<file path="src/design/tws_pkg.sv">
`default_nettype none
package tws_pkg;

  localparam int TEX_SIZE_DEF   = 64;
  localparam int FRAC_BITS_DEF  = 16;
  localparam int MAX_SCREEN_DEF = 4096;
  localparam int NUM_TEXTURES   = 8;
  localparam int TEX_SEL_W      = 3;
  localparam int QUEUE_DEPTH    = 4;
  localparam int CFG_W          = 13;
  localparam int CFG_INDEX_W    = 1;

  localparam logic [CFG_INDEX_W-1:0] REG_SCREEN_WIDTH  = 1'd0;
  localparam logic [CFG_INDEX_W-1:0] REG_SCREEN_HEIGHT = 1'd1;
  localparam logic [CFG_W-1:0]       SCREEN_WIDTH_RST  = 13'd640;
  localparam logic [CFG_W-1:0]       SCREEN_HEIGHT_RST = 13'd480;

  typedef enum logic [1:0] {
    CMD_LOAD  = 2'd0,
    CMD_START = 2'd1,
    CMD_PIXEL = 2'd2,
    CMD_NONE  = 2'd3
  } cmd_t;

  typedef enum logic [1:0] {
    OP_LOAD  = 2'd0,
    OP_START = 2'd1,
    OP_PIXEL = 2'd2
  } op_t;

  typedef struct packed {
    logic [1:0]  cmd;
    logic [11:0] column_x;
    logic [11:0] draw_start;
    logic [12:0] draw_end;
    logic [15:0] line_height;
    logic [7:0]  cell_code;
    logic        side;
    logic        ray_x_negative;
    logic        ray_y_negative;
    logic [5:0]  tex_column;
    logic [14:0] texel_addr;
    logic [31:0] texel_value;
  } tws_in_t;

  typedef struct packed {
    logic [23:0] pixel_index;
    logic [31:0] pixel_color;
    logic        last_pixel;
  } tws_out_t;

  typedef struct packed {
    op_t                  op;
    logic [14:0]          addr;
    logic [31:0]          value;
    logic [15:0]          offset;
    logic [15:0]          line_height;
    logic [11:0]          draw_start;
    logic [12:0]          end_row;
    logic [11:0]          column;
    logic [TEX_SEL_W-1:0] tex_sel;
    logic [5:0]           tex_column;
  } tws_entry_t;

  typedef struct packed {
    logic idle;
    logic start_pop;
    logic pixel_issue;
  } tws_status_t;

endpackage
`default_nettype wire

</file>
<file path="src/design/tws_front.sv">
`default_nettype none
module tws_front import tws_pkg::*; #(
  parameter int TEX_SIZE   = TEX_SIZE_DEF,
  parameter int MAX_SCREEN = MAX_SCREEN_DEF
) (
  input  wire logic             item_valid,
  output logic                  item_ready,
  input  wire tws_in_t          item,
  input  wire logic [CFG_W-1:0] screen_height,
  output logic                  push_valid,
  input  wire logic             push_ready,
  output tws_entry_t            push_entry
);

  localparam int STORE_DEPTH = NUM_TEXTURES * TEX_SIZE * TEX_SIZE;

  localparam logic [7:0] CODE_ONE   = 8'h31;
  localparam logic [7:0] CODE_TWO   = 8'h32;
  localparam logic [7:0] CODE_THREE = 8'h33;
  localparam logic [7:0] CODE_SEVEN = 8'h37;
  localparam logic [7:0] CODE_EIGHT = 8'h38;
  localparam logic [7:0] CODE_NINE  = 8'h39;

  localparam logic [TEX_SEL_W-1:0] TEX_X_NEG   = 3'd0;
  localparam logic [TEX_SEL_W-1:0] TEX_X_POS   = 3'd1;
  localparam logic [TEX_SEL_W-1:0] TEX_Y_NEG   = 3'd2;
  localparam logic [TEX_SEL_W-1:0] TEX_Y_POS   = 3'd3;
  localparam logic [TEX_SEL_W-1:0] TEX_CODE_2  = 3'd4;
  localparam logic [TEX_SEL_W-1:0] TEX_CODE_7  = 3'd5;
  localparam logic [TEX_SEL_W-1:0] TEX_CODE_8  = 3'd6;
  localparam logic [TEX_SEL_W-1:0] TEX_CODE_9  = 3'd7;
  localparam logic [TEX_SEL_W-1:0] TEX_DEFAULT = 3'd0;

  logic signed [17:0]   offset_full;
  logic [TEX_SEL_W-1:0] tex_sel;
  logic                 keep;
  op_t                  op;

  always_comb begin
    unique case (item.cell_code)
      CODE_ONE: begin
        if (item.side) begin
          tex_sel = item.ray_y_negative ? TEX_Y_NEG : TEX_Y_POS;
        end else begin
          tex_sel = item.ray_x_negative ? TEX_X_NEG : TEX_X_POS;
        end
      end
      CODE_THREE: tex_sel = TEX_X_NEG;
      CODE_TWO:   tex_sel = TEX_CODE_2;
      CODE_SEVEN: tex_sel = TEX_CODE_7;
      CODE_EIGHT: tex_sel = TEX_CODE_8;
      CODE_NINE:  tex_sel = TEX_CODE_9;
      default:    tex_sel = TEX_DEFAULT;
    endcase
  end

  always_comb begin
    unique case (cmd_t'(item.cmd))
      CMD_LOAD: begin
        op   = OP_LOAD;
        keep = {17'd0, item.texel_addr} < 32'(STORE_DEPTH);
      end
      CMD_START: begin
        op   = OP_START;
        keep = 1'b1;
      end
      CMD_PIXEL: begin
        op   = OP_PIXEL;
        keep = 1'b1;
      end
      default: begin
        op   = OP_PIXEL;
        keep = 1'b0;
      end
    endcase
  end

  assign offset_full = $signed({6'd0, item.draw_start})
                     - $signed({6'd0, screen_height[CFG_W-1:1]})
                     + $signed({3'd0, item.line_height[15:1]});

  always_comb begin
    push_entry.op          = op;
    push_entry.addr        = item.texel_addr;
    push_entry.value       = item.texel_value;
    push_entry.offset      = (offset_full > 18'sd0) ? offset_full[15:0] : 16'd0;
    push_entry.line_height = item.line_height;
    push_entry.draw_start  = item.draw_start;
    push_entry.end_row     = (item.draw_end > 13'(MAX_SCREEN)) ? 13'(MAX_SCREEN)
                                                               : item.draw_end;
    push_entry.column      = item.column_x;
    push_entry.tex_sel     = tex_sel;
    push_entry.tex_column  = item.tex_column;
  end

  // drop ignored commands and out-of-range texel writes on transfer
  assign item_ready = push_ready;
  assign push_valid = item_valid && keep;

endmodule
`default_nettype wire

</file>
<file path="config.mk">
export PLATFORM = sky130hd
export DESIGN_NAME = tws_front
export DESIGN_NICKNAME = d
export VERILOG_FILES = /design/src/design/tws_pkg.sv /design/src/design/tws_front.sv
export SDC_FILE = /design/constraint.sdc
export NUM_CORES = 1
export LEC_CHECK = 0
export ABC_CLOCK_PERIOD_IN_PS = 11600
export BUFFER_PORTS_ARGS = -buffer_cell sky130_fd_sc_hd__buf_2
export CORE_AREA = 4 4 100 102
export DETAILED_ROUTE_END_ITERATION = 10
export DIE_AREA = 0 0 104 106
export SLEW_MARGIN = 20
export SYNTH_ARGS = -nofsm -noshare
export SYNTH_HDL_FRONTEND = slang
export SYNTH_SLANG_ARGS = --single-unit
</file>
<file path="constraint.sdc">
create_clock -name vclk -period 11.6
set_input_delay 1.16 -clock vclk [all_inputs]
set_output_delay 1.16 -clock vclk [all_outputs]
set_load 0.01 [all_outputs]
</file>
Word-level counts from Yosys, hierarchy flattened
Cells that the tools add are included.
{"block": "op_classes", "n_addsub": 2, "reduce_logical": 3, "n_eq_ne": 7, "n_lt_le_gt_ge": 2, "mux": 8}
{"op": "8-bit by 6-bit equality test with 1-bit output (second input constant)", "n": 5}
{"op": "13-bit by 16-bit adder with 17-bit output", "n": 1}
{"op": "17-bit by 1-bit > comparator with 1-bit output (second input constant)", "n": 1}
{"op": "16-bit two-way mux", "n": 1}
{"op": "3-bit case mux with 5 select lines", "n": 1}
{"op": "13-bit > comparator (second input constant)", "n": 1}
{"op": "13-bit two-way mux", "n": 1}
{"op": "12-bit by 12-bit subtractor with 13-bit output", "n": 1}
{"op": "2-bit case mux with 2 select lines", "n": 1}
{"op": "1-bit two-way mux", "n": 3}
{"op": "3-bit OR reduction", "n": 1}
{"op": "2-bit by 1-bit equality test with 1-bit output (second input constant)", "n": 1}
{"op": "2-bit equality test (second input constant)", "n": 1}
{"op": "2-bit logical NOT", "n": 1}
{"op": "2-bit two-way mux", "n": 1}
{"op": "1-bit logical AND", "n": 1}
{"block": "totals", "out_inout_bits": 129, "word_cells": 22, "input_bits": 134, "register_bits": 0}

Logic depth before layout (Yosys ltp)
Gate-level depths: netlist of the first run.
{"block": "depth", "depth_word": 4, "mapped_depth": 17, "depth_no_buf": 16}

Least setup slack after synthesis of the first run
Ideal clock, no wire load.
{"block": "synth_path", "kind": "input to output", "from": "input port item[93] (netlist bit)", "to": "output port push_entry[72] (netlist bit)", "t_arrival_ns": 4.263, "slack_ns": 6.177, "path_buffers": 0, "stages": 14, "required_time_ns": 10.440, "cell_sequence": "inv_1 > ha_1 > fa_1 > nor2b_1 > o31a_1 > a311o_1 > xor2_1 > ha_1 > and3_1 > a221oi_1 > o211a_2 > o21ai_4 > xor2_4 > nor3b_1"}
{"element": "start: declaration", "line": "tws_front.sv:8", "text": "input wire tws_in_t item,"}
{"element": "end: declaration", "line": "tws_front.sv:12", "text": "output tws_entry_t push_entry"}

==> flow_summary_export.csv, run 1 <==
group,metric,value,unit
power,p_int,0.00009131,W
layout,area_growth,1.939,%
synthesis,yosysWarnings,0,
layout,final_cell_mix,"buf_2, ha_1, nor2b_1, nor2_1, inv_1",
global_route,antenna_found_initial,0,
synthesis,synth_cells,313,
power,p_sw,0.0001174,W
power,p_per_area,90.64,nW/um^2
route,drtPass1Iterations,4,
route,antenna_left,0,
synthesis,avgSynthCellArea,7.215,um^2
timing,fin_crit,6166,ps
place,gp_congestion,0.7273,
layout,layout_commonest_cell,"buf_2",
timing,tightestPinTransition,576.8,ps
synthesis,netlist.area_leader.share,31.25,%
synthesis,seq_area_frac_synth,0,%
layout,seqCellArea,0,um^2
power,clkPwrFrac,0,%
setup_path,path_max_fanout,15,
floorplanning,die_w,104,um
route,wl_per_cell,12.57,um
route,dr.max_layer_used,"met4",
floorplanning,fp.dieH,106,um
route,drc,0,
timing,holdWs,2320,ps
timing,final-hold-violation-count,0,
setup_path,path_class,"in -> out",
route,dr_total_vias,2001,
floorplanning,placementRows,35,
setup_path,cp.arrival,5010,ps
place,port_buffers,128,
job,maxCapViolCount,0,
global_route,grt.total_usage,9.228,%
timing,fin_ws,5434,ps
clocking,hold_buffers,0,
setup_path,required,10440,ps
worst_hold_path,hold_start,"item[47]",
synthesis,synth_area,2258,um^2
floorplanning,die_area,11020,um^2
place,hpwlAfterDp,5191,um
layout,drive_above_1_share,42.23,%
layout,n_clock_buffer,0,
floorplanning,core,9109,um^2
synthesis,yosysUniqueCellTypes,43,
timing,rsz0062_at_grt,"no",
power,p_leak,1.231,nW
global_route,grt_pass1_wl,8887,um
floorplanning,ioPinCount,263,
worst_hold_path,holdCritPathClass,"in -> out",
route,wirelength,5681,um
timing,min_period_over_period,53.15,%
floorplanning,initial_core_util,24.79,%
global_route,gr-total-overflow,0,
route,wl_met3,614,um
layout,multi_input_area,1451,um^2
layout,n_antenna_cell,0,
power,p_sw_share,56.24,%
global_route,grt_start_max_net_pins,16,
timing,relSlewSlack,61.49,%
timing,fmaxAchievable,162.2,MHz
setup_path,end_kind,"output pin",
layout,fillers,1032,
power,pwr-share-seq,0,%
synthesis,syn_nets,477,
route,via_per_inst,4.427,
worst_hold_path,hold_depth,0,
power,combPwrFrac,100.0,%
route,drt_iter0_drc,51,
timing,drv_slew,0,
layout,nNetsFinal,507,
clocking,cts_setup_buffers,0,
run_status,outcome,"complete, no violations",
layout,final_area,2302,um^2
timing,finalSetupTns,0,ps
global_route,first_global_vias,1941,
worst_hold_path,whs_endpoint,"push_entry[0]",
timing,setup_violations,0,
layout,design.seq.count,0,
route,dr_wl_met2,2827,um
clocking,cts_resized,0,
synthesis,synthTopCellsByArea,"buf_4, ha_1, nor2b_1",
synthesis,synth_top_cell_by_area,"buf_4",
setup_path,crit_path_start_kind,"input pin",
place,place_ws,5342,ps
power,ir_worst_vdd,0.00002186,V
place,placed_area,2302,um^2
route,wl_met1,2163,um
[worst max-delay path by stage]
stage,start,endpoint,slack (ps),cells past startpoint
6_report,item[93],push_entry[72],5430,16
5_1_grt,item[93],push_entry[72],4970,16
4_1_cts,item[93],push_entry[72],5320,16
3_5_place_dp,item[93],push_entry[72],5340,16
3_3_place_gp,item[93],push_entry[72],5350,16
2_1_floorplan,item[93],push_entry[72],6180,14
[per-layer routing]
| metal | vias to the layer above | GRT usage (%) |
|---|---|---|
| met1 | 852 | 10.45 |
| met4 | 0 | 1.614 |
| met3 | 18 | 2.732 |
| met5 | - | 0 |
| met2 | 121 | 17.27 |
| li1 | 1010 | - |
[stage by stage]
stage	std cells	util, %	power (W)
floorplan	313	-	0.0001773
global placement	452	25.27	0.0002084
detailed placement	452	25.27	0.0002125
CTS	452	25.27	0.0002133
global route	452	25.27	0.0002342
finish	452	25.27	0.0002087
[final cells by class]
type	instances	area share, %
Inverter	19	3.098
Multi-Input combinational cell	194	63.04
Tap cell	111	6.033
Timing Repair Buffer	128	27.83
[worst max-delay path: stages]
cell      delay [ps]
buf_2             80
inv_1             40
ha_1             220
fa_1             400
nor2b_1          170
o31a_1           200
a311o_1          330
xor2_1           190
ha_1             290
and3_1           200
a221oi_1         500
o211a_2          330
o21ai_4          100
xor2_4           500
nor3b_1          120
buf_2            170
[synthesized netlist by cell type (3+ instances only)]
| cell type | count |
|---|---|
| nor2_2 | 10 |
| inv_1 | 19 |
| buf_4 | 94 |
| ha_1 | 28 |
| o21a_1 | 4 |
| o21bai_1 | 3 |
| xnor2_1 | 13 |
| nor2b_1 | 21 |
| nand2_1 | 11 |
| nor2_1 | 20 |
| xor2_1 | 7 |
| clkbuf_1 | 5 |
| nand3_1 | 5 |
| a211oi_1 | 4 |
| a21oi_1 | 18 |
| o21ai_0 | 8 |
| mux2i_1 | 3 |
| a21o_1 | 4 |
[cell families (layout without fill, tap and decap cells)]
kind of cell	count (synthesis)	count (layout)	synth area share [%]
adder cells (fa/ha/maj)	30	30	17.29
multiplexers	3	3	1.330
XOR/XNOR	21	21	8.975
buffers and inverters	119	147	35.73
AND/OR/NAND/NOR	83	83	19.56
AO/OA/AOI/OAI	57	57	17.12
[power groups by stage]
stage	Sequential, W	Clock (W)	Combinational (W)
after global routing	0	0	0.000234
after global placement	0	0	0.000208
after floorplan	0	0	0.000177
after detailed placement	0	0	0.000212
final	0	0	0.000209
after CTS	0	0	0.000213
Note: power is estimated with default switching activity, not from simulation.
==> run 2, diff against run 1 <==
--- a/config.mk
+++ b/config.mk
@@ -5,11 +5,12 @@
 export SDC_FILE = /design/constraint.sdc
 export NUM_CORES = 1
 export LEC_CHECK = 0
-export ABC_CLOCK_PERIOD_IN_PS = 11600
+export ABC_CLOCK_PERIOD_IN_PS = 5650
 export BUFFER_PORTS_ARGS = -buffer_cell sky130_fd_sc_hd__buf_2
 export CORE_AREA = 4 4 100 102
 export DETAILED_ROUTE_END_ITERATION = 10
 export DIE_AREA = 0 0 104 106
+export PLACE_DENSITY = 0.65
 export SLEW_MARGIN = 20
 export SYNTH_ARGS = -nofsm -noshare
 export SYNTH_HDL_FRONTEND = slang
==> constraint.sdc (replaced) <==
create_clock -name vclk -period 5.65
set_input_delay 0.565 -clock vclk [all_inputs]
set_output_delay 0.565 -clock vclk [all_outputs]
set_load 0.01 [all_outputs]
==> flow_summary_export.csv, run 2 (same netlist as run 1, synthesis figures left out) <==
group,metric,value,unit
setup_path,slowest_stage,"or4_1",
global_route,antenna_found_initial,0,
floorplanning,placementRows,35,
floorplanning,die_w,104,um
setup_path,path_depth,16,
layout,layout_commonest_cell,"buf_2",
setup_path,cp.arrival,4430,ps
clocking,hold_buffers,0,
setup_path,end_kind,"output pin",
timing,relSlewSlack,61.34,%
timing,setup_violations,0,
job,maxCapViolCount,0,
route,wirelength,5791,um
timing,fin_crit,4991,ps
timing,fmaxAchievable,200.4,MHz
setup_path,path_max_fanout,15,
global_route,grt_pass1_wl,8901,um
power,p_per_area,188.8,nW/um^2
layout,design.seq.count,0,
setup_path,path_delay_family,"simple AND/OR/NAND/NOR gates",
setup_path,path_cells,"buf_2 -> inv_1 -> ha_1 -> fa_1 -> nor2b_1 -> o31a_1 -> a311o_1 -> xor2_1 -> ha_1 -> nand4_1 -> or4_1 -> o211a_2 -> o21ai_4 -> xor2_4 -> nor3b_1 -> buf_2",
floorplanning,ioPinCount,263,
route,drt_iter0_drc,43,
power,p_leak,1.235,nW
global_route,grt_start_max_net_pins,16,
power,finalPower,0.0004361,W
clocking,cts_resized,0,
setup_path,path_class,"in -> out",
setup_path,crit_path_start_kind,"input pin",
timing,rsz0062_at_grt,"no",
route,drc,0,
setup_path,cp.buffers_inverters,3,
setup_path,slowest_delay,540,ps
layout,final_util,25.36,%
clocking,cts_setup_buffers,0,
place,gp_congestion,0.7648,
worst_hold_path,hold_depth,0,
layout,final_cell_mix,"buf_2, ha_1, nor2b_1, nor2_1, inv_1",
layout,drive_above_1_share,42.40,%
power,ir_worst_vdd,0.00005437,V
route,wl_per_cell,12.78,um
place,hpwlAfterDp,5236,um
timing,tightestPinTransition,579.0,ps
layout,n_antenna_cell,0,
timing,holdWs,1130,ps
worst_hold_path,holdCritPathClass,"in -> out",
layout,n_clock_buffer,0,
run_status,outcome,"complete, no violations",
setup_path,required,5090,ps
global_route,gr-total-overflow,0,
setup_path,critPathLaunch,"item[93]",
route,dr_total_vias,2006,
timing,min_period_over_period,88.33,%
place,port_buffers,128,
timing,finalSetupTns,0,ps
global_route,grt.total_usage,9.345,%
floorplanning,core,9109,um^2
floorplanning,fp.dieH,106,um
route,via_per_inst,4.428,
layout,nNetsFinal,508,
layout,seqCellArea,0,um^2
global_route,first_global_vias,1966,
floorplanning,die_area,11020,um^2
route,drtPass1Iterations,4,
layout,area_growth,2.272,%
setup_path,cp-endpoint,"push_entry[72]",
timing,drv_slew,0,
floorplanning,initial_core_util,24.79,%
timing,final-hold-violation-count,0,
route,antenna_left,0,
==> run 2: cell types whose count changed in the layout (fill, tap and decap cells not counted), sizes merged <==
cell / change
buf: +1
==> run 2: final cells by class <==
| class | count | area [um^2] |
|---|---|---|
| tap | 111 | 138.9 |
| inverter | 19 | 71.32 |
| fill | 1035 | 6799 |
| multi-input combinational | 194 | 1451 |
| timing repair buffer | 129 | 648.1 |
==> run 2: routing by layer <==
| metal | share of wire (%) | GRT usage (%) |
|---|---|---|
| met2 | 49 | 17.73 |
| met5 | 0 | 0 |
| met1 | 41 | 11.03 |
| met3 | 8.9 | 1.579 |
| met4 | 1.3 | 1.804 |
==> run 2: how the worst min path moves through the flow <==
stage / from / endpoint / slack, ps
after detailed placement: item[25] / push_entry[103] / 1130
after floorplan: item[118] / push_entry[125] / 1180
final: item[47] / push_entry[0] / 1130
after global placement: item[25] / push_entry[103] / 1130
after global routing: item[28] / push_entry[106] / 1130
after CTS: item[25] / push_entry[103] / 1130
==> run 2: power breakdown <==
group	leakage [nW]	switching [W]	internal, W
Sequential	0	0	0
Clock	0	0	0
Combinational	1.24	0.000245	0.000191
Total	1.24	0.000245	0.000191
==> run 2: metrics by stage <==
| step | instances | area [um^2] | setup slack, ps |
|---|---|---|---|
| finish | 453 | 2310 | 659.4 |
| global route | 453 | 2310 | 443.4 |
| CTS | 453 | 2310 | 632.7 |
| detailed placement | 453 | 2310 | 653.0 |
| global placement | 453 | 2310 | 713.7 |
| floorplan | 313 | 2258 | 1417 |
==> run 3, diff against run 2 <==
==> constraint.sdc (replaced) <==
create_clock -name vclk -period 5.65
set_input_delay 0.2825 -clock vclk [all_inputs]
set_output_delay 0.2825 -clock vclk [all_outputs]
set_load 0.01 [all_outputs]
==> flow_summary_export.csv, run 3 (same netlist as run 1, synthesis figures left out) <==
group,metric,value,unit
floorplanning,fp.dieH,106,um
timing,final-hold-violation-count,0,
setup_path,cp.arrival,4110,ps
power,ir_worst_vdd,0.00005781,V
timing,min_period_over_period,77.72,%
setup_path,path_delay_family,"compound AO/OA/AOI/OAI gates",
layout,design.seq.count,0,
route,drt_iter0_drc,59,
setup_path,cp-endpoint,"push_entry[72]",
setup_path,critPathLaunch,"item[93]",
route,drtPass1Iterations,6,
floorplanning,core,9109,um^2
place,placed_area,2302,um^2
layout,n_clock_buffer,0,
power,p_int,0.0001876,W
place,port_buffers,128,
power,p_sw,0.0002419,W
layout,nNetsFinal,507,
route,via_per_inst,4.347,
clocking,cts_resized,0,
route,dr_total_vias,1965,
timing,finalSetupTns,0,ps
route,wl_per_cell,12.56,um
layout,multi_input_area,1451,um^2
global_route,grt_pass1_wl,8983,um
job,maxCapViolCount,0,
global_route,grt_start_max_net_pins,16,
timing,rsz0062_at_grt,"no",
global_route,gr-total-overflow,0,
global_route,antenna_found_initial,0,
power,pwr-share-seq,0,%
power,clkPwrFrac,0,%
layout,layout_commonest_cell,"buf_2",
setup_path,path_cells,"buf_2 -> inv_1 -> ha_1 -> fa_1 -> nor2b_1 -> o31a_1 -> a311o_1 -> xor2_1 -> ha_1 -> and3_1 -> a221oi_1 -> o211a_2 -> o21ai_4 -> xor2_4 -> nor3b_1 -> buf_2",
setup_path,slowest_stage,"a221oi_1",
route,wirelength,5679,um
worst_hold_path,holdCritPathClass,"in -> out",
power,p_per_area,186.6,nW/um^2
floorplanning,die_w,104,um
setup_path,end_kind,"output pin",
setup_path,crit_path_start_kind,"input pin",
setup_path,required,5370,ps
layout,area_growth,1.939,%
power,p_leak,1.231,nW
layout,fillers,1026,
route,drc,0,
clocking,hold_buffers,0,
layout,final_area,2302,um^2
timing,drv_slew,0,
route,antenna_left,0,
power,p_sw_share,56.32,%
setup_path,cp.buffers_inverters,3,
global_route,first_global_vias,1910,
setup_path,path_max_fanout,15,
timing,tightestPinTransition,566.3,ps
layout,seqCellArea,0,um^2
power,combPwrFrac,100.0,%
floorplanning,initial_core_util,24.79,%
clocking,cts_setup_buffers,0,
timing,setup_violations,0,
timing,fmaxAchievable,227.7,MHz
timing,fin_ws,1259,ps
floorplanning,die_area,11020,um^2
setup_path,slowest_delay,510,ps
timing,holdWs,565.0,ps
global_route,grt.total_usage,9.383,%
place,place_ws,1219,ps
setup_path,path_class,"in -> out",
floorplanning,ioPinCount,263,
timing,relSlewSlack,62.24,%
setup_path,path_depth,16,
layout,final_cell_mix,"buf_2, ha_1, nor2b_1, nor2_1, inv_1",
timing,fin_crit,4391,ps
layout,drive_above_1_share,42.23,%
place,hpwlAfterDp,5217,um
floorplanning,placementRows,35,
layout,n_antenna_cell,0,
run_status,outcome,"complete, no violations",
layout,final_util,25.27,%
place,gp_congestion,0.7623,
[run 3: changes by cell type in the layout (fill, tap and decap cells not counted), sizes merged]
cell	previous run	this run
buf	129	128
[run 3: worst min path at each step]
stage                   start         endpoint  slack, ps  depth (start not counted)
floorplan           item[118]  push_entry[125]        610                          1
global placement     item[25]  push_entry[103]        570                          0
finish               item[47]    push_entry[0]        570                          0
CTS                  item[25]  push_entry[103]        570                          0
detailed placement   item[25]  push_entry[103]        570                          0
global route         item[28]  push_entry[106]        570                          0
[run 3: routing by layer]
| metal | up-vias | GRT usage [%] | wire [um] |
|---|---|---|---|
| li1 | 1013 | - | - |
| met1 | 847 | 11.14 | 2384 |
| met3 | 14 | 1.761 | 459 |
| met2 | 91 | 17.60 | 2756 |
| met4 | 0 | 1.804 | 78 |
| met5 | - | 0 | 0 |
[run 3: area by class of cell]
type | count | share of cell area, %
inverters | 19 | 3.098
repair buffers | 128 | 27.83
well taps | 111 | 6.033
multi-input cells | 194 | 63.04
[run 3: through the flow]
| stage | std cells | power [W] |
|---|---|---|
| floorplan | 313 | 0.0003641 |
| global placement | 452 | 0.0004274 |
| detailed placement | 452 | 0.0004351 |
| CTS | 452 | 0.0004368 |
| global route | 452 | 0.0004796 |
| finish | 452 | 0.0004295 |
[run 3: power by group through the flow]
stage	Clock (W)	Sequential [W]	Combinational, W
2_1_floorplan	0	0	0.000364
3_3_place_gp	0	0	0.000427
3_5_place_dp	0	0	0.000435
4_1_cts	0	0	0.000437
5_1_grt	0	0	0.000480
6_report	0	0	0.000429
