--- src/design/tws_pkg.sv ---
`default_nettype none
package tws_pkg;

  localparam int TEX_SIZE_DEF   = 64;
  localparam int FRAC_BITS_DEF  = 16;
  localparam int MAX_SCREEN_DEF = 4096;
  localparam int NUM_TEXTURES   = 8;
  localparam int TEX_SEL_W      = 3;
  localparam int QUEUE_DEPTH    = 4;
  localparam int CFG_W          = 13;
  localparam int CFG_INDEX_W    = 1;

  localparam logic [CFG_INDEX_W-1:0] REG_SCREEN_WIDTH  = 1'd0;
  localparam logic [CFG_INDEX_W-1:0] REG_SCREEN_HEIGHT = 1'd1;
  localparam logic [CFG_W-1:0]       SCREEN_WIDTH_RST  = 13'd640;
  localparam logic [CFG_W-1:0]       SCREEN_HEIGHT_RST = 13'd480;

  typedef enum logic [1:0] {
    CMD_LOAD  = 2'd0,
    CMD_START = 2'd1,
    CMD_PIXEL = 2'd2,
    CMD_NONE  = 2'd3
  } cmd_t;

  typedef enum logic [1:0] {
    OP_LOAD  = 2'd0,
    OP_START = 2'd1,
    OP_PIXEL = 2'd2
  } op_t;

  typedef struct packed {
    logic [1:0]  cmd;
    logic [11:0] column_x;
    logic [11:0] draw_start;
    logic [12:0] draw_end;
    logic [15:0] line_height;
    logic [7:0]  cell_code;
    logic        side;
    logic        ray_x_negative;
    logic        ray_y_negative;
    logic [5:0]  tex_column;
    logic [14:0] texel_addr;
    logic [31:0] texel_value;
  } tws_in_t;

  typedef struct packed {
    logic [23:0] pixel_index;
    logic [31:0] pixel_color;
    logic        last_pixel;
  } tws_out_t;

  typedef struct packed {
    op_t                  op;
    logic [14:0]          addr;
    logic [31:0]          value;
    logic [15:0]          offset;
    logic [15:0]          line_height;
    logic [11:0]          draw_start;
    logic [12:0]          end_row;
    logic [11:0]          column;
    logic [TEX_SEL_W-1:0] tex_sel;
    logic [5:0]           tex_column;
  } tws_entry_t;

  typedef struct packed {
    logic idle;
    logic start_pop;
    logic pixel_issue;
  } tws_status_t;

endpackage
`default_nettype wire

--- src/design/tws_queue.sv ---
`default_nettype none
module tws_queue import tws_pkg::*; #(
  parameter int DEPTH = QUEUE_DEPTH
) (
  input  wire logic                     clk,
  input  wire logic                     rst,
  input  wire logic                     push_valid,
  output logic                          push_ready,
  input  wire tws_entry_t               push_entry,
  output logic                          pop_valid,
  input  wire logic                     pop_ready,
  output tws_entry_t                    pop_entry,
  output logic [$clog2(DEPTH+1)-1:0]    level
);

  localparam int PW = $clog2(DEPTH);
  localparam int LW = $clog2(DEPTH + 1);

  tws_entry_t     entries [DEPTH];
  logic [PW-1:0]  wr_ptr;
  logic [PW-1:0]  rd_ptr;
  logic [LW-1:0]  count;
  logic           push;
  logic           pop;

  assign push_ready = count != LW'(DEPTH);
  assign pop_valid  = count != '0;
  assign push       = push_valid && push_ready;
  assign pop        = pop_valid && pop_ready;
  assign pop_entry  = entries[rd_ptr];
  assign level      = count;

  always_ff @(posedge clk) begin
    if (rst) begin
      wr_ptr <= '0;
      rd_ptr <= '0;
      count  <= '0;
    end else begin
      if (push) begin
        wr_ptr <= (wr_ptr == PW'(DEPTH - 1)) ? '0 : wr_ptr + 1'b1;
      end
      if (pop) begin
        rd_ptr <= (rd_ptr == PW'(DEPTH - 1)) ? '0 : rd_ptr + 1'b1;
      end
      if (push && !pop) begin
        count <= count + 1'b1;
      end else if (pop && !push) begin
        count <= count - 1'b1;
      end
    end
  end

  always_ff @(posedge clk) begin
    if (push) begin
      entries[wr_ptr] <= push_entry;
    end
  end

endmodule
`default_nettype wire

--- config.mk ---
export PLATFORM = sky130hd
export DESIGN_NAME = tws_queue
export DESIGN_NICKNAME = d
export VERILOG_FILES = /design/src/design/tws_pkg.sv /design/src/design/tws_queue.sv
export SDC_FILE = /design/constraint.sdc
export NUM_CORES = 1
export LEC_CHECK = 0
export ABC_AREA = 0
export BUFFER_PORTS_ARGS = -buffer_cell sky130_fd_sc_hd__buf_2
export CORE_MARGIN = 4
export CORE_UTILIZATION = 40
export DETAILED_ROUTE_END_ITERATION = 10
export SLEW_MARGIN = 15
export SYNTH_ARGS = -nofsm -noshare
export SYNTH_HDL_FRONTEND = slang
export SYNTH_SLANG_ARGS = --single-unit
--- constraint.sdc ---
create_clock -name clk -period 3.5 [get_ports clk]
set_input_delay 0.7 -clock clk [delete_from_list [all_inputs] [get_ports clk]]
set_output_delay 0.7 -clock clk [all_outputs]
set_load 0.005 [all_outputs]
== After elaboration in Yosys (flattened, before gate mapping) ==
Memory sizes are Yosys's and may differ from the RTL's. A register that Yosys moved wholly into a read port is not among the register bits.
Index checks and enable logic that the tools add are counted.

* Add/sub/neg operators: 4
* Bitwise operators: 0
* Reductions and logical operators: 8
* Multipliers: 0
* Mux-type cells: 8
* Magnitude comparators: 0
* Equality and inequality tests: 3
* Shift operators: 0
* Div/mod/pow operators: 0

{| class="wikitable"
|+ Operators by type and width
! operator !! count
|-
| 2-bit 2-to-1 mux || 4
|-
| 3-bit 2-to-1 mux || 2
|-
| 2-bit by 1-bit adder with 2-bit output, second input constant || 2
|-
| 2-bit equality test, second input constant || 2
|-
| 1-bit logical AND || 4
|-
| 3-bit by 1-bit adder with 3-bit output, second input constant || 1
|-
| 3-bit inequality test, second input constant || 1
|-
| 3-bit nonzero test || 1
|-
| 3-bit by 1-bit subtractor with 3-bit output, second input constant || 1
|-
| 1-bit logical NOT || 2
|-
| 1-bit 2-to-1 mux || 2
|-
| 2-bit nonzero test || 1
|}

* Memories kept: 1
* Latch bits: 0
* Bits in writable memories: 508
* Bits in read-only memories: 0
* Bits in registers: 7

{| class="wikitable"
|+ Memory list
! memory !! depth !! bits a word !! rd ports !! clocked after memory_dff !! write ports !! RTL line !! source
|-
| entries || 4 || 127 || 1 || 1 || 1 || tws_queue.sv:19 || <nowiki>tws_entry_t entries [DEPTH];</nowiki>
|}

== Longest topological paths before layout ==
Gate-level depths: netlist (run 1).

* Word-level depth: 6
* Depth in mapped cells: 9
* Gate-level depth less buffers: 8

== Least setup slack after synthesis (run 1) ==
No wires, ideal clock.

* Path type: flip-flop to flip-flop
* Start point: reg count[0], in the netlist level[0]
* End point: mem entries[0][0] (netlist bit), enable pin
* Path buffers: 1
* Setup slack: 0.747 ns
* Stages on the path, launching flop included: 4
* Setup time: 0.430 ns
* Arrival: 2.323 ns
* Cell sequence: dfxtp_1 > or3b_1 > clkbuf_2 > and3_2

* Longest elaborated chain between the ends: 4

{| class="wikitable"
|+ Ends and longest elaborated chain
! item !! RTL line !! source
|-
| start, declared || tws_queue.sv:22 || <nowiki>logic [LW-1:0] count;</nowiki>
|-
| start signal, assigned || tws_queue.sv:46 || <nowiki>count <= count + 1'b1;</nowiki>
|-
| start signal, assigned || tws_queue.sv:48 || <nowiki>count <= count - 1'b1;</nowiki>
|-
| 3-bit inequality test || tws_queue.sv:26 || <nowiki>assign push_ready = count != LW'(DEPTH);</nowiki>
|-
| net push_ready || tws_queue.sv:8 || <nowiki>output logic push_ready,</nowiki>
|-
| 1-bit logical AND || tws_queue.sv:28 || <nowiki>assign push = push_valid && push_ready;</nowiki>
|-
| 1-bit 2-to-1 mux || tws_queue.sv:54 || <nowiki>if (push) begin</nowiki>
|-
| 1-bit 2-to-1 mux (not written as such) || tws_queue.sv:55 || <nowiki>entries[wr_ptr] <= push_entry;</nowiki>
|-
| end, declared || tws_queue.sv:19 ||
|}

The timed path passes the listed nets, and every way through them passes these cells.

==> summary.md, run 1 <==
| Metric | Value |
|---|---|
| Status | `finished, final reports clean` |
| Clock latency on the worst-skew pair | `0.59 ns` |
| CTS tree | `yes` |
| Drt pass-1 iters | `4` |
| Simple-Gate Fraction of Synth Area | `0.566%` |
| Vias in the first global route | `just under 9000` |
| Share of cells above drive strength 1 | `46.2%` |
| CP max FO | `68` |
| Synth Warn # | `0` |
| Worst slew pin tran | `0.676 ns` |
| Pin count of the biggest net entering global routing | `between 70 and 80` |
| R2r setup slk | `1.04 ns` |
| Num CTS Buffers | `53` |
| Placement Cell Area | `21000 um^2` |
| Mean post-synth cell area | `26.4 um^2` |
| Die Y | `225 um` |
| Final Cell Area | `22700 um^2` |
| Post-CTS resize count | `0` |
| Drt drc | `0` |
| Num rows | `79` |
| Worst slew margin | `a little over half` |
| Worst r2r src | `level[0]$_SDFFE_PP0P_` |
| Worst-path clk slew | `0.06 ns` |
| Setup TNS | `0 ns` |
| Critical path depth in cells | `3` |
| Setup crit start kind | `register` |
| Largest family of logic cells by synthesized area | `multiplexers` |
| Fin. Hold Viols | `0` |
| Synth Area in Adders | `0.506%` |
| Post-Synthesis Cells | `around 700` |
| Port Buf Inserts | `262` |
| Starting Density | `40.4%` |
| WL per Instance | `21.7 um` |
| CTS Root Cell | `clkbuf_16` |
| RSZ-0062 raised after global routing | `false` |
| Max Freq | `333 MHz` |
| Period minus WS final | `3.01 ns` |
| 1st-iter DRT viols | `504` |
| Synth async-reset ratio | `0%` |
| Crit path buf inv count | `2` |
| IO Pins | `between 200 and 300` |
| Post-synthesis compound-gate area fraction | `0.187%` |
| Clk sinks | `517` |
| Crit end category | `output pin` |
| Die Width | `225 um` |
| Register area share after synthesis | `around 80%` |
| Core Util, Final | `48.9%` |
| Mapped Area | `roughly 19000 um^2` |
| Area growth, synth to finish | `20.9%` |
| Vias | `8455` |
| Min-delay worst type | `in2reg` |
| Reg2reg end | `level[2]$_SDFFE_PP0P_` |
| Worst path slowest cell | `mux4_2` |
| Post-route ant nets | `0` |
| GRT Resource Usage Total | `about 14%` |
| Setup CP Type | `reg2out` |
| Via/cell ratio | `5.06` |
| Drt total wl | `36300 um` |
| Postcts setup bufs | `0` |
| Detailed Place HPWL | `21500 um` |
| Area of the die | `50500 um^2` |
| Arrival @ worst endpoint | `2.31 ns` |
| First-pass GRT wire length | `55200 um` |
| Max-slew violation count | `0` |
| Mux cell area share after synthesis | `15.4%` |
| Fin crit share | `between 80% and 90%` |
| Hold buffers post-CTS | `0` |
| H-tree depth | `2` |
| Fin nets | `1154` |
| Power Total | `16100 uW` |
| Number of flops mapped to enable cells by yosys | `508` |
| CP endpoint | `pop_entry[116]` |
| Critical Path Max Stage Delay | `roughly 0.63 ns` |
| Clk buf depth | `3` |
| Mapped Nets | `approximately 850` |
| Pwr dens | `roughly 710 nW/um^2` |
| Xor/xnor cell area share of the yosys netlist | `0.0933%` |
| Cells on worst reg2reg path | `7` |
| Crit-path leading delay family | `multiplexers` |
| Req. time, crit path | `2.80 ns` |
| Core Region | `46500 um^2` |
| Max Cap Viol | `0` |
| Antenna violations before repair | `12` |
| Placer Congestion | `between 0.6 and 0.7` |
| Top_reg_cell synth | `edfxtp_1` |
| Hold slack | `roughly 0.33 ns` |
| Worst IR Drop VDD | `0.466 mV` |
| Clock skew | `0.0170 ns` |
| #FFs+latches synth | `517` |
| Number of library cell types mapped by synthesis | `28` |
| Overflow after GRT | `0` |
| # setup viols final | `0` |
| Cell breakdown of the critical path | `buf_12 -> mux4_2 -> buf_2` |
| FILL cells | `3783` |
| P_leak | `around 0.0075 uW` |
-- state kept, by name (all words and copies together) (netlist names), named ones only --
name	count
wr_ptr	2
rd_ptr	2
level	3
entries	508
-- per-stage QoR --
step                instances  setup WS (ns)
detailed placement       1568           1.03
floorplan                 711          0.747
CTS                      1666          0.433
finish                   1672          0.493
global placement         1568           1.07
global route             1667          0.328
-- how the worst min path moves through the flow --
stage	startpoint	cells after the start	to	slack, ns
floorplan	rd_ptr[0]$_SDFFE_PP0P_	2	register	0.46
global placement	rd_ptr[0]$_SDFFE_PP0P_	2	register	0.50
detailed placement	rd_ptr[0]$_SDFFE_PP0P_	2	register	0.50
CTS	push_entry[91]	1	entries[1][91]$_DFFE_PP_	0.28
global route	push_entry[44]	1	entries[3][44]$_DFFE_PP_	0.30
finish	push_entry[50]	1	entries[2][50]$_DFFE_PP_	0.33
-- cell type report --
cell class	count	area, um^2	share of cell area, %
multi-input combinational	161	3160	13.9
sequential	517	15400	68.0
antenna	6	15.0	0.0661
clock buffer	67	1420	6.26
tap	607	759	3.34
timing repair buffer	280	1600	7.03
clock inverter	31	304	1.34
inverter	3	11.3	0.0496
-- layer usage --
layer / track usage, % / vias up / share of wire [%]
met4: 4.55 / 14 / 2.2
met2: 21.6 / 233 / 47
li1: - / 3707 / -
met5: 0 / - / 0.18
met3: 5.19 / 68 / 8.5
met1: 19.9 / 4433 / 42
-- placed cells by master (no fill, tap or decap), drive strengths merged, types with 2 or more instances in the layout --
master	n
a21oi	2
and3	4
buf	280
bufinv	6
clkbuf	67
clkinv	20
clkinvlp	2
dfxtp	9
diode	6
edfxtp	508
ha	6
inv	6
mux2i	3
mux4	127
nand2b	2
nor2	3
o31ai	2
or3	3
xor2	2
-- Yosys cell counts (2+ instances only) --
master      n  area (um^2)
xor2_1      2         17.5
mux4_2    127         2860
nor2_1      3         11.3
ha_1        6         75.1
edfxtp_1  508        15300
nand2b_1    2         12.5
buf_1       4         15.0
buf_6       5         56.3
or3_2       2         15.0
a21oi_1     2         10.0
mux2i_1     3         30.0
dfxtp_1     9          180
inv_1       3         11.3
buf_2      14         70.1
and3_2      4         30.0
buf_4       5         37.5
-- report_power, final --
part	total, uW	switching [uW]	leakage (uW)	internal [uW]
Clock	5510	2210	0.000836	3310
Combinational	2950	1490	0.00198	1460
Sequential	7670	174	0.00473	7500
-- cells by family after synthesis --
kind of cell / after synthesis
buf+inv: 33
xor+xnor: 2
compound gates: 5
simple gates: 17
fa+ha+maj: 7
flops: 517
mux: 130
No activity file was read; power rests on OpenSTA's default activity.
==> run 2, diff against run 1 <==
CORE_MARGIN = 2   (was 4)
RECOVER_POWER = 25   (was not set)
==> run 2 against run 1 <==
  * Worst hold slack lost 0.0022 ns
  * Sequential share of layout area up 0.56 points
  * Critical path depth stayed put
  * Cell count is 0.12% higher
  * Clock power fell by 5.1%
==> summary.md, run 2 (synthesized netlist as in run 1, its figures left out) <==
| Metric | Value |
|---|---|
| Drt total wl | `36300 um (about the same)` |
| WL per Instance | `21.7 um (-0.20%)` |
| Worst slew margin | `55.9% (+0.98 points)` |
| Overflow after GRT | `0 (unchanged)` |
| Placement Cell Area | `21000 um^2 (+0.11%)` |
| Int Power | `11900 uW (-2.7%)` |
| Min-delay worst type | `in2reg` |
| RSZ-0062 raised after global routing | `false` |
| Fin nets | `1158 (+0.35%)` |
| Clock latency on the worst-skew pair | `0.59 ns (about the same)` |
| # setup viols final | `0 (unchanged)` |
| Area of the die | `48700 um^2 (-3.5%)` |
| Vias | `8403 (-0.62%)` |
| Pin count of the biggest net entering global routing | `70 (-2.8%)` |
| Area growth, synth to finish | `19.9%` |
| FILL cells | `3842 (+1.6%)` |
| Worst IR Drop VDD | `0.450 mV (-3.4%)` |
| Setup crit start kind | `register` |
| NetSw | `3890 uW (+0.62%)` |
| Setup TNS | `0 ns (unchanged)` |
| Commonest cells after routing, fill and taps aside | `508 x edfxtp_1, 181 x buf_2, 127 x mux4_2` |
| Port Buf Inserts | `262 (unchanged)` |
| Commonest non-fill, non-tap cell in the layout | `edfxtp_1` |
| First-pass GRT wire length | `53400 um (-3.3%)` |
| Via/cell ratio | `5.02 (-0.73%)` |
| Drt drc | `0 (unchanged)` |
| Worst-path clk slew | `0.06 ns (about the same)` |
| Seq pwr share | `48.6% (+1.1 points)` |
| Core Util, Final | `48.5% (-0.40 points)` |
| Switch share | `24.6% (+0.61 points)` |
| Max reg flops | `508 (unchanged)` |
| Vias in the first global route | `8676 (-2.5%)` |
| P_leak | `0.00728 uW (-3.5%)` |
| Status | `finished, final reports clean` |
| Starting Density | `40.4% (unchanged)` |
| Core Region | `46500 um^2 (unchanged)` |
| Num CTS Buffers | `54 (+1.9%)` |
| Comb power frac | `18.3% (about the same)` |
| Fin. Hold Viols | `0 (unchanged)` |
| GRT Resource Usage Total | `14.8% (+0.44 points)` |
| Die Y | `221 um (-1.8%)` |
| Postcts setup bufs | `0 (unchanged)` |
| Post-CTS resize count | `0 (unchanged)` |
| Max Cap Viol | `0 (unchanged)` |
| CTS tree | `yes` |
| Antenna violations before repair | `9 (-3)` |
| Post-route ant nets | `0 (unchanged)` |
| Clk network pwr share | `33.0% (-1.2 points)` |
| H-tree depth | `2 (unchanged)` |
| Req. time, crit path | `2.80 ns (about the same)` |
| Period minus WS final | `3.11 ns (+0.101 ns)` |
| Biggest register | `entries` |
| Num rows | `79 (unchanged)` |
| Share of cells above drive strength 1 | `38.5% (-7.7 points)` |
| Clk buf depth | `3 (unchanged)` |
| Max-slew violation count | `0 (unchanged)` |
| Max Freq | `322 MHz (-3.3%)` |
| Hold buffers post-CTS | `0 (unchanged)` |
| Setup CP Type | `reg2out` |
| Worst r2r src | `level[0]$_SDFFE_PP0P_` |
| Clk sinks | `517 (unchanged)` |
| Fin crit share | `88.8% (+2.9 points)` |
| Die Width | `221 um (-1.8%)` |
| Detailed Place HPWL | `22300 um (+3.3%)` |
| Drt pass-1 iters | `4 (unchanged)` |
| Hold wc startpoint | `push_entry[76]` |
| Clock skew | `0.0157 ns (-0.00137 ns)` |
| Final Cell Area | `22500 um^2 (-0.82%)` |
| Worst slew pin tran | `0.662 ns (-0.0147 ns)` |
| Placer Congestion | `0.724 (+4.4%)` |
| CTS Root Cell | `clkbuf_16` |
| 1st-iter DRT viols | `422 (-16%)` |
| CP max FO | `38 (-44%)` |
| Pwr dens | `703 nW/um^2 (-1.1%)` |
| IO Pins | `263 (unchanged)` |
| Arrival @ worst endpoint | `2.41 ns (+0.10 ns)` |
| Crit end category | `output pin` |
==> run 2: cell types whose count changed in the layout (fill, tap and decap cells not counted), sizes merged <==
cell,delta
clkinv,+1
clkbuf,+83
diode,-2
buf,-78
clkinvlp,+2
bufinv,-4
==> run 2: worst max-delay path: stages, from the launching register on <==
cell     delay [ns]
dfxtp_4        0.67
buf_12         0.32
mux4_2         0.58
buf_2          0.15
==> run 2: stage by stage <==
stage | power [uW] | instances | setup WS, ns | hold slack (ns)
6_report | 15800 | 1674 | 0.391 | 0.325
5_1_grt | 16600 | 1670 | 0.228 | 0.304
4_1_cts | 16100 | 1670 | 0.289 | 0.274
3_5_place_dp | 10900 | 1571 | 0.938 | 0.475
3_3_place_gp | 10800 | 1571 | 0.949 | 0.480
2_1_floorplan | 9530 | 711 | 0.747 | 0.463
==> run 2: metal layers <==
metal | up-vias | share of wire, % | GRT usage, %
li1 | 3708 | - | -
met2 | 228 | 46 | 22.2
met5 | - | 0.24 | 0
met1 | 4389 | 43 | 20.0
met4 | 12 | 2.0 | 4.13
met3 | 66 | 8.9 | 6.20
==> run 2: cell type report <==
| cell class | count | area, um^2 | share of cell area (%) |
|---|---|---|---|
| antenna | 4 | 10.0 | 0.0444 |
| clock buffer | 69 | 1410 | 6.25 |
| timing repair buffer | 283 | 1520 | 6.74 |
| tap | 607 | 759 | 3.37 |
| multi-input combinational | 161 | 3160 | 14.0 |
| inverter | 3 | 11.3 | 0.0500 |
| clock inverter | 30 | 215 | 0.955 |
| sequential | 517 | 15400 | 68.6 |
==> run 2: power by group through the flow <==
stage | Clock (uW) | Combinational (uW) | Sequential [uW]
2_1_floorplan | 0 | 1780 | 7760
3_3_place_gp | 0 | 3000 | 7810
3_5_place_dp | 0 | 3020 | 7840
4_1_cts | 5400 | 3030 | 7720
5_1_grt | 5630 | 3190 | 7760
6_report | 5230 | 2900 | 7700
==> run 2: path summary, 6_finish.rpt <==
path | endpoint | slack (ns) | depth (start not counted)
setup / recovery | pop_entry[14] | 0.39 | 3
hold / removal | entries[0][76]$_DFFE_PP_ | 0.33 | 1
setup reg to reg | level[2]$_SDFFE_PP0P_ | 1.08 | 7
hold reg to reg | register | 0.49 | 2
==> run 3, diff against run 2 <==
MAX_ROUTING_LAYER = met4   (was not set)
==> run 3 against run 2 <==
  * Sequential power barely moved
  * Worst setup slack improved by 0.018 ns
  * Cell area barely moved
  * Die area did not move
  * Sequential share of layout area fell by 0.061 points
  * Via count rose by 0.77%
  * Clock-buffer cell count did not move
  * Critical path depth did not move
  * Clock skew fell by 0.00093 ns
  * Non-clock buffer count did not move
  * Critical path type unchanged
  * Largest power group unchanged
==> summary.md, run 3 (synthesized netlist as in run 1, its figures left out) <==
| Metric | Value |
|---|---|
| Critical Path Max Stage Delay | `0.66 ns (about the same)` |
| FILL cells | `3837 (-0.13%)` |
| Post-route ant nets | `0 (unchanged)` |
| Crit end category | `output pin` |
| Die Width | `221 um (unchanged)` |
| Comb power frac | `18.4% (about the same)` |
| Die Y | `221 um (unchanged)` |
| Core Util, Final | `48.5% (about the same)` |
| Core Region | `46500 um^2 (unchanged)` |
| Worst r2r src | `level[0]$_SDFFE_PP0P_` |
| Min-delay worst type | `in2reg` |
| Max reg flops | `508 (unchanged)` |
| Max Freq | `324 MHz (+0.58%)` |
| Share of cells above drive strength 1 | `38.5% (unchanged)` |
| Max-slew violation count | `0 (unchanged)` |
| Worst-path clk slew | `0.06 ns (about the same)` |
| Area of the die | `48700 um^2 (unchanged)` |
| R2r setup slk | `1.08 ns (about the same)` |
| Clk buf depth | `3 (unchanged)` |
| CP endpoint | `pop_entry[14]` |
| Detailed Place HPWL | `22300 um (unchanged)` |
| # setup viols final | `0 (unchanged)` |
| Fin nets | `1158 (unchanged)` |
| Hold buffers post-CTS | `0 (unchanged)` |
| First-pass GRT wire length | `53500 um (+0.21%)` |
| CP max FO | `38 (unchanged)` |
| Worst slew pin tran | `0.662 ns (+0.000440 ns)` |
| 1st-iter DRT viols | `445 (+5.5%)` |
| Status | `finished, final reports clean` |
| Drt drc | `0 (unchanged)` |
| Reg2reg end | `level[2]$_SDFFE_PP0P_` |
| Drt total wl | `36400 um (+0.51%)` |
| Biggest register | `entries` |
| Req. time, crit path | `2.80 ns (about the same)` |
| P_leak | `0.00728 uW (about the same)` |
| Clock skew | `0.0147 ns (-0.000928 ns)` |
| IO Pins | `263 (unchanged)` |
| Clock latency on the worst-skew pair | `0.59 ns (about the same)` |
| Area growth, synth to finish | `20.0% (about the same)` |
| GRT Resource Usage Total | `15.3% (+0.49 points)` |
| CTS tree | `yes` |
| Postcts setup bufs | `0 (unchanged)` |
| Port Buf Inserts | `262 (unchanged)` |
| Overflow after GRT | `0 (unchanged)` |
| RSZ-0062 raised after global routing | `false` |
| Via/cell ratio | `5.03 (+0.29%)` |
| Setup crit start kind | `register` |
| WL per Instance | `21.7 um (about the same)` |
| Cells on worst reg2reg path | `7 (unchanged)` |
| Clk network pwr share | `33.0% (about the same)` |
| Worst path slowest cell | `dfxtp_4` |
| Placer Congestion | `0.733 (+1.2%)` |
| Starting Density | `40.4% (unchanged)` |
| Switch share | `24.6% (+0.040 points)` |
| Num rows | `79 (unchanged)` |
| Vias | `8468 (+0.77%)` |
| Commonest non-fill, non-tap cell in the layout | `edfxtp_1` |
| Pin count of the biggest net entering global routing | `70 (unchanged)` |
| Seq pwr share | `48.6% (about the same)` |
| CTS Root Cell | `clkbuf_16` |
| Cell breakdown of the critical path | `buf_12 -> mux4_2 -> buf_2` |
| Pwr dens | `703 nW/um^2 (about the same)` |
| Num CTS Buffers | `54 (unchanged)` |
| Int Power | `11900 uW (about the same)` |
| DP Cell Count | `1571 (unchanged)` |
| Drt pass-1 iters | `4 (unchanged)` |
| Worst IR Drop VDD | `0.449 mV (-0.32%)` |
| NetSw | `3900 uW (+0.23%)` |
| Post-CTS resize count | `0 (unchanged)` |
| Setup CP Type | `reg2out` |
| Arrival @ worst endpoint | `2.39 ns (-0.02 ns)` |
| Fin. Hold Viols | `0 (unchanged)` |
| Fin crit share | `88.3% (-0.51 points)` |
| Commonest cells after routing, fill and taps aside | `508 x edfxtp_1, 181 x buf_2, 127 x mux4_2` |
| Clk sinks | `517 (unchanged)` |
| Fin cells | `1682 (+0.48%)` |
| Period minus WS final | `3.09 ns (-0.0179 ns)` |
| Worst slew margin | `55.9% (about the same)` |
| Vias in the first global route | `8679 (+0.035%)` |
| Max Cap Viol | `0 (unchanged)` |
| Setup TNS | `0 ns (unchanged)` |
| Antenna violations before repair | `9 (unchanged)` |
| H-tree depth | `2 (unchanged)` |
[run 3: cell types whose count changed in the layout (fill, tap and decap cells not counted)]
| cell | delta |
|---|---|
| diode_2 | +8 |
[run 3: how the worst min path moves through the flow]
stage,cells past startpoint,end,slack (ns),from
finish,1,entries[1][76]$_DFFE_PP_,0.33,push_entry[76]
global route,1,entries[2][6]$_DFFE_PP_,0.30,push_entry[6]
CTS,1,entries[2][45]$_DFFE_PP_,0.27,push_entry[45]
detailed placement,2,register,0.47,rd_ptr[0]$_SDFFE_PP0P_
global placement,2,register,0.48,rd_ptr[0]$_SDFFE_PP0P_
floorplan,2,register,0.46,rd_ptr[0]$_SDFFE_PP0P_
[run 3: layout make-up]
cell class	count	area, um^2	area share, %
tap	607	759	3.37
multi-input combinational	161	3160	14.0
clock inverter	30	215	0.955
timing repair buffer	283	1520	6.73
clock buffer	69	1410	6.24
inverter	3	11.3	0.0500
sequential	517	15400	68.5
antenna	12	30.0	0.133
[run 3: stage by stage]
stage	setup WS, ns	power [uW]	instance area, um^2	hold slack (ns)
3_3_place_gp	0.949	10800	21000	0.480
4_1_cts	0.289	16100	22600	0.274
3_5_place_dp	0.938	10900	21000	0.475
6_report	0.409	15800	22500	0.333
5_1_grt	0.228	16600	22500	0.304
2_1_floorplan	0.747	9530	18800	0.463
[run 3: power by group through the flow]
| stage | registers [uW] | logic (uW) | clock network, uW |
|---|---|---|---|
| floorplan | 7760 | 1780 | 0 |
| global placement | 7810 | 3000 | 0 |
| detailed placement | 7840 | 3020 | 0 |
| CTS | 7720 | 3030 | 5400 |
| global route | 7760 | 3190 | 5630 |
| finish | 7700 | 2910 | 5230 |
[run 3: layer usage]
layer / GRT usage [%] / vias up / routed length (um)
li1: - / 3719 / -
met1: 20.1 / 4448 / 15600
met2: 22.3 / 243 / 16700
met3: 6.17 / 58 / 3430
met4: 4.13 / 0 / 710
met5: - / - / 0
[run 3: critical path, delay by kind of cell (launching register included)]
kind	cells	cell delay, ns
muxes	1	0.58
DFF	1	0.66
buffers and inverters	2	0.48
